==> src/hdl/bkvm_pkg.sv <==
// ----------------------------------------------------------------------------
// bkvm_pkg
// Shared codes and types of the bucketed key/value map.
// ----------------------------------------------------------------------------
package bkvm_pkg;

	typedef enum logic [1:0] {
		ACT_PUT    = 2'd0,
		ACT_GET    = 2'd1,
		ACT_REMOVE = 2'd2
	} action_t;

	typedef enum logic [2:0] {
		ST_CLEAR = 3'b001,
		ST_IDLE  = 3'b010,
		ST_LOOK  = 3'b100
	} state_t;

	typedef struct packed {
		logic hit;
		logic full;
	} row_stat_t;

endpackage

==> src/hdl/bkvm_row_update.sv <==
// ----------------------------------------------------------------------------
// bkvm_row_update
// Compares a key tag against every slot of one bucket row and builds the
// row to write back, the read value and the hit and full flags.
// ----------------------------------------------------------------------------
module bkvm_row_update #(
	parameter int SLOTS      = 16,
	parameter int TAG_W      = 10,
	parameter int VALUE_BITS = 32
) (
	input  logic [SLOTS*(1+TAG_W+VALUE_BITS)-1:0] row,
	input  logic [1:0]                             action,
	input  logic [TAG_W-1:0]                       tag,
	input  logic [VALUE_BITS-1:0]                  value,
	output logic [SLOTS*(1+TAG_W+VALUE_BITS)-1:0] new_row,
	output logic [VALUE_BITS-1:0]                  read_value,
	output bkvm_pkg::row_stat_t                    stat
);

	localparam int SLOT_W = 1 + TAG_W + VALUE_BITS;

	logic [SLOTS-1:0]      valid;
	logic [SLOTS-1:0]      match;
	logic [SLOTS-1:0]      inv;
	logic [SLOTS-1:0]      free_oh;
	logic [VALUE_BITS-1:0] rd;
	logic                  is_put;
	logic                  is_get;
	logic                  is_rem;
	logic                  any_hit;
	logic                  free_any;

	assign is_put = (action == bkvm_pkg::ACT_PUT);
	assign is_get = (action == bkvm_pkg::ACT_GET);
	assign is_rem = (action == bkvm_pkg::ACT_REMOVE);

	always_comb begin
		for (int i = 0; i < SLOTS; i++) begin
			valid[i] = row[i*SLOT_W];
			match[i] = row[i*SLOT_W] && (row[i*SLOT_W+1 +: TAG_W] == tag);
		end
	end

	// lowest free slot, one-hot
	assign inv      = ~valid;
	assign free_oh  = inv & (~inv + SLOTS'(1));
	assign free_any = |inv;
	assign any_hit  = |match;

	always_comb begin
		rd = '0;
		for (int i = 0; i < SLOTS; i++) begin
			if (match[i]) begin
				rd = rd | row[i*SLOT_W+1+TAG_W +: VALUE_BITS];
			end
		end
	end

	always_comb begin
		new_row = row;
		for (int i = 0; i < SLOTS; i++) begin
			if (is_put && any_hit && match[i]) begin
				new_row[i*SLOT_W+1+TAG_W +: VALUE_BITS] = value;
			end else if (is_put && !any_hit && free_oh[i]) begin
				new_row[i*SLOT_W +: SLOT_W] = {value, tag, 1'b1};
			end else if (is_rem && match[i]) begin
				new_row[i*SLOT_W] = 1'b0;
			end
		end
	end

	assign read_value = (is_get && any_hit) ? rd : '1;
	assign stat.hit   = (is_put || is_get || is_rem) && any_hit;
	assign stat.full  = is_put && !any_hit && !free_any;

endmodule

==> config.mk <==
export PLATFORM = sky130hd
export DESIGN_NAME = bkvm_row_update
export DESIGN_NICKNAME = d
export VERILOG_FILES = /design/src/hdl/bkvm_pkg.sv /design/src/hdl/bkvm_row_update.sv
export SDC_FILE = /design/constraint.sdc
export NUM_CORES = 1
export LEC_CHECK = 0
export BUFFER_PORTS_ARGS = -buffer_cell sky130_fd_sc_hd__buf_2
export CORE_AREA = 2 2 559 561
export DETAILED_ROUTE_END_ITERATION = 12
export DIE_AREA = 0 0 561 563
export PLACE_DENSITY = 0.33
export SYNTH_ARGS = -nofsm -noshare
export SYNTH_HDL_FRONTEND = slang
export SYNTH_SLANG_ARGS = --single-unit
==> constraint.sdc <==
create_clock -name vclk -period 3.8
set_clock_uncertainty 0.15 [all_clocks]
set_input_delay 0.76 -clock vclk [all_inputs]
set_output_delay 0.76 -clock vclk [all_outputs]
set_load 0.02 [all_outputs]
==> summary.txt <==
Status
  • Status: complete, but fails checks
  • Failing checks: setup timing

Timing
  • Setup Viol. Count Final: 722
  • Hold slack: roughly 1.7 ns
  • Final worst-path cycle share: 1.32
  • Crit path time final: 5.01 ns
  • Rel. slew slack: 0.420
  • Worst-Margin Slew: slightly below 0.9 ns
  • Fmax: around 200 MHz
  • Slew Viols, Final: 0
  • Final Hold Vio Count: 0
  • RSZ-0062 raised after global routing: yes
  • Final setup margin: -1.21 ns

Finish
  • Most frequent cells in the layout: buf_2 (1306), mux2_2 (417), buf_4 (254), mux2_4 (177), xnor2_1 (153)
  • Final instance count without filler cells: approximately 7500
  • Multi-input gate area: 13900 µm²
  • Fin nets: between 3000 and 4000
  • Commonest non-fill, non-tap cell in the layout: buf_2
  • Sequential cell count: 0
  • FF+latch area: 0 µm²
  • Post-layout util: 0.104
  • Clkbuf count: 0
  • Filler Cells Inserted: ~36000
  • Layout cells sized above 1: 0.782
  • Area grow syn2layout: 131%

Synthesis
  • Largest area contributor in the netlist: mux2_2
  • Post-synthesis mux area share: 0.550
  • Synth Instances: 1556
  • Largest family of logic cells by synthesized area: multiplexers
  • Yosys cell types: 45
  • Synth warn: 0
  • Share of the synthesized area in the top cell type: 0.368
  • Synthesized Nets: 2288
  • Simple-Gate Fraction of Synth Area: 0.114
  • Largest cells by area after synthesis: mux2_2 (37%), mux2_1 (13%), xnor2_1 (10%)
  • Synth Area in XOR/XNOR: 0.0997
  • Post-Synth Adder-Cell Area: 0
  • Mapped cell area: 14100 µm²
  • Seq/Total Area, Yosys: 0
  • Post-synthesis compound-gate area fraction: 0.161
  • Synth Area per Inst: 9.04 µm²

Global routing
  • Vias in the first global route: roughly 24000
  • Tot GR Track Use: 0.188
  • Largest net degree at the start of global routing: 35
  • Total congestion overflow: 0
  • Global-route wire length before repair: approximately 370 mm
  • Initial antenna violation count: 379

Min path
  • Hold WC Path Type: primary input to output port

Placed design
  • DP Worst Slack: -1.70 ns
  • Placed Cells: between 7000 and 8000
  • RD Place Congestion: a little over 0.9
  • DP Wirelength: 272 mm
  • Buffers on Ports: ~1500

Route
  • Initial DRC Count: 2448
  • Routed wire per std cell: between 40 and 50 µm
  • Via density: about 3.4
  • Final WL: about 320 mm
  • DRC: 0
  • ANT nets after route: 0
  • Drt first pass iters: 5
  • Via Count: 25703

Run
  • Max_cap viols: 0

Setup path
  • Required time of the critical path: ~2.9 ns
  • CP Max Fanout: 7
  • Critical Path Start Type: primary input
  • Crit end category: output port
  • Worst path max stage delay: roughly 0.57 ns
  • Crit path arrival time: between 4 and 5 ns
  • CP max-delay cell: or4_4
  • Crit Path Category: primary input to output port
  • Cell mode on critical path: buf_6
  • Crit-path cells: buf_8 > buf_12 > buf_12 > xnor2_4 > nand4_1 > buf_6 > nor3_4 > buf_6 > nor4_4 > buf_4 > nand2_4 > buf_6 > buf_6 > or4_4 > nand2_8 > buf_16 > buf_16 > mux2_4 > buf_6

Floorplan
  • Die ar.: between 300000 and 400000 µm²
  • Starting density of the core: 0.0453
  • # rows: ~210
  • Num ports: around 1500
  • Chip width: 561 µm
  • Die Height: roughly 560 µm
  • Area of the core: approximately 310000 µm²

Power
  • Pleak: between 10 and 15 nW
  • Peak VDD IR: ~38 µV
  • Pwr Density: between 100 and 150 nW/µm²
## routing by layer
metal / track usage / vias to the layer above / routed length, µm
li1: - / 9540 / -
met1: 0.196 / 12380 / 111000
met2: 0.319 / 2652 / 148000
met3: 0.0974 / 901 / 40900
met4: 0.0694 / 230 / 15600
met5: 0.000753 / - / 1510
## cell usage after synthesis (all sizes together) (2+ instances only)
| library cell | count |
|---|---|
| inv | 4 |
| buf | 100 |
| xnor2 | 160 |
| nand3 | 50 |
| a221oi | 66 |
| nor2 | 3 |
| and4 | 3 |
| a22o | 66 |
| nand2 | 63 |
| mux2 | 672 |
| nor3 | 21 |
| and3 | 26 |
| a22oi | 124 |
| clkbuf | 91 |
| a21oi | 12 |
| or4 | 10 |
| a21o | 8 |
| nand4 | 46 |
| nor4b | 2 |
| nor4 | 9 |
| or3 | 12 |
## area by class of cell
type,count,share of cell area
multi-input combinational,1361,0.428
antenna,123,0.00949
tap,4140,0.160
timing repair buffer,1839,0.402
inverter,4,0.000463
## worst max-delay path, delay by kind of cell
kind                      cells  cell delay, ns
buffers and inverters        11            1.61
and+or+nand+nor               6            1.18
muxes                         1            0.35
xor gates and xnor gates      1            0.13
## power by group
part	total, mW	internal [mW]	switching [mW]
clock network	0.00000423	0.00000423	0
registers	0	0	0
logic	3.43	1.35	2.09
## logic make-up after synthesis
family | Yosys count
compound gates | 278
xor+xnor | 160
buf+inv | 195
simple gates | 251
mux | 672
## path summary, 6_finish.rpt
| path | start | endpoint | slack (ns) | depth (start not counted) |
|---|---|---|---|---|
| setup / recovery | tag[9] | new_row[587] | -1.21 | 19 |
| hold / removal | row[100] | new_row[100] | 1.70 | 3 |
## stage by stage
stage          area (µm²)  setup TNS (ns)  power, mW
3_3_place_gp        29500        -1038.26       3.25
2_1_floorplan       14400          -91.28       1.32
3_5_place_dp        29500        -1019.99       3.23
4_1_cts             30900         -802.17       3.33
6_report            32400         -716.62       3.43
5_1_grt             32200         -788.83       3.53
## timing repair
item | 4_1_cts | 5_1_grt
hold buffers | 0 | 0
buffers inserted | 30 | 56
gates cloned | 11 | 8
pin swaps | 18 | 21
endpoints found under the setup margin | 722 | 722
gates resized for setup | 213 | 198
Note: power is estimated with default switching activity, not from simulation.
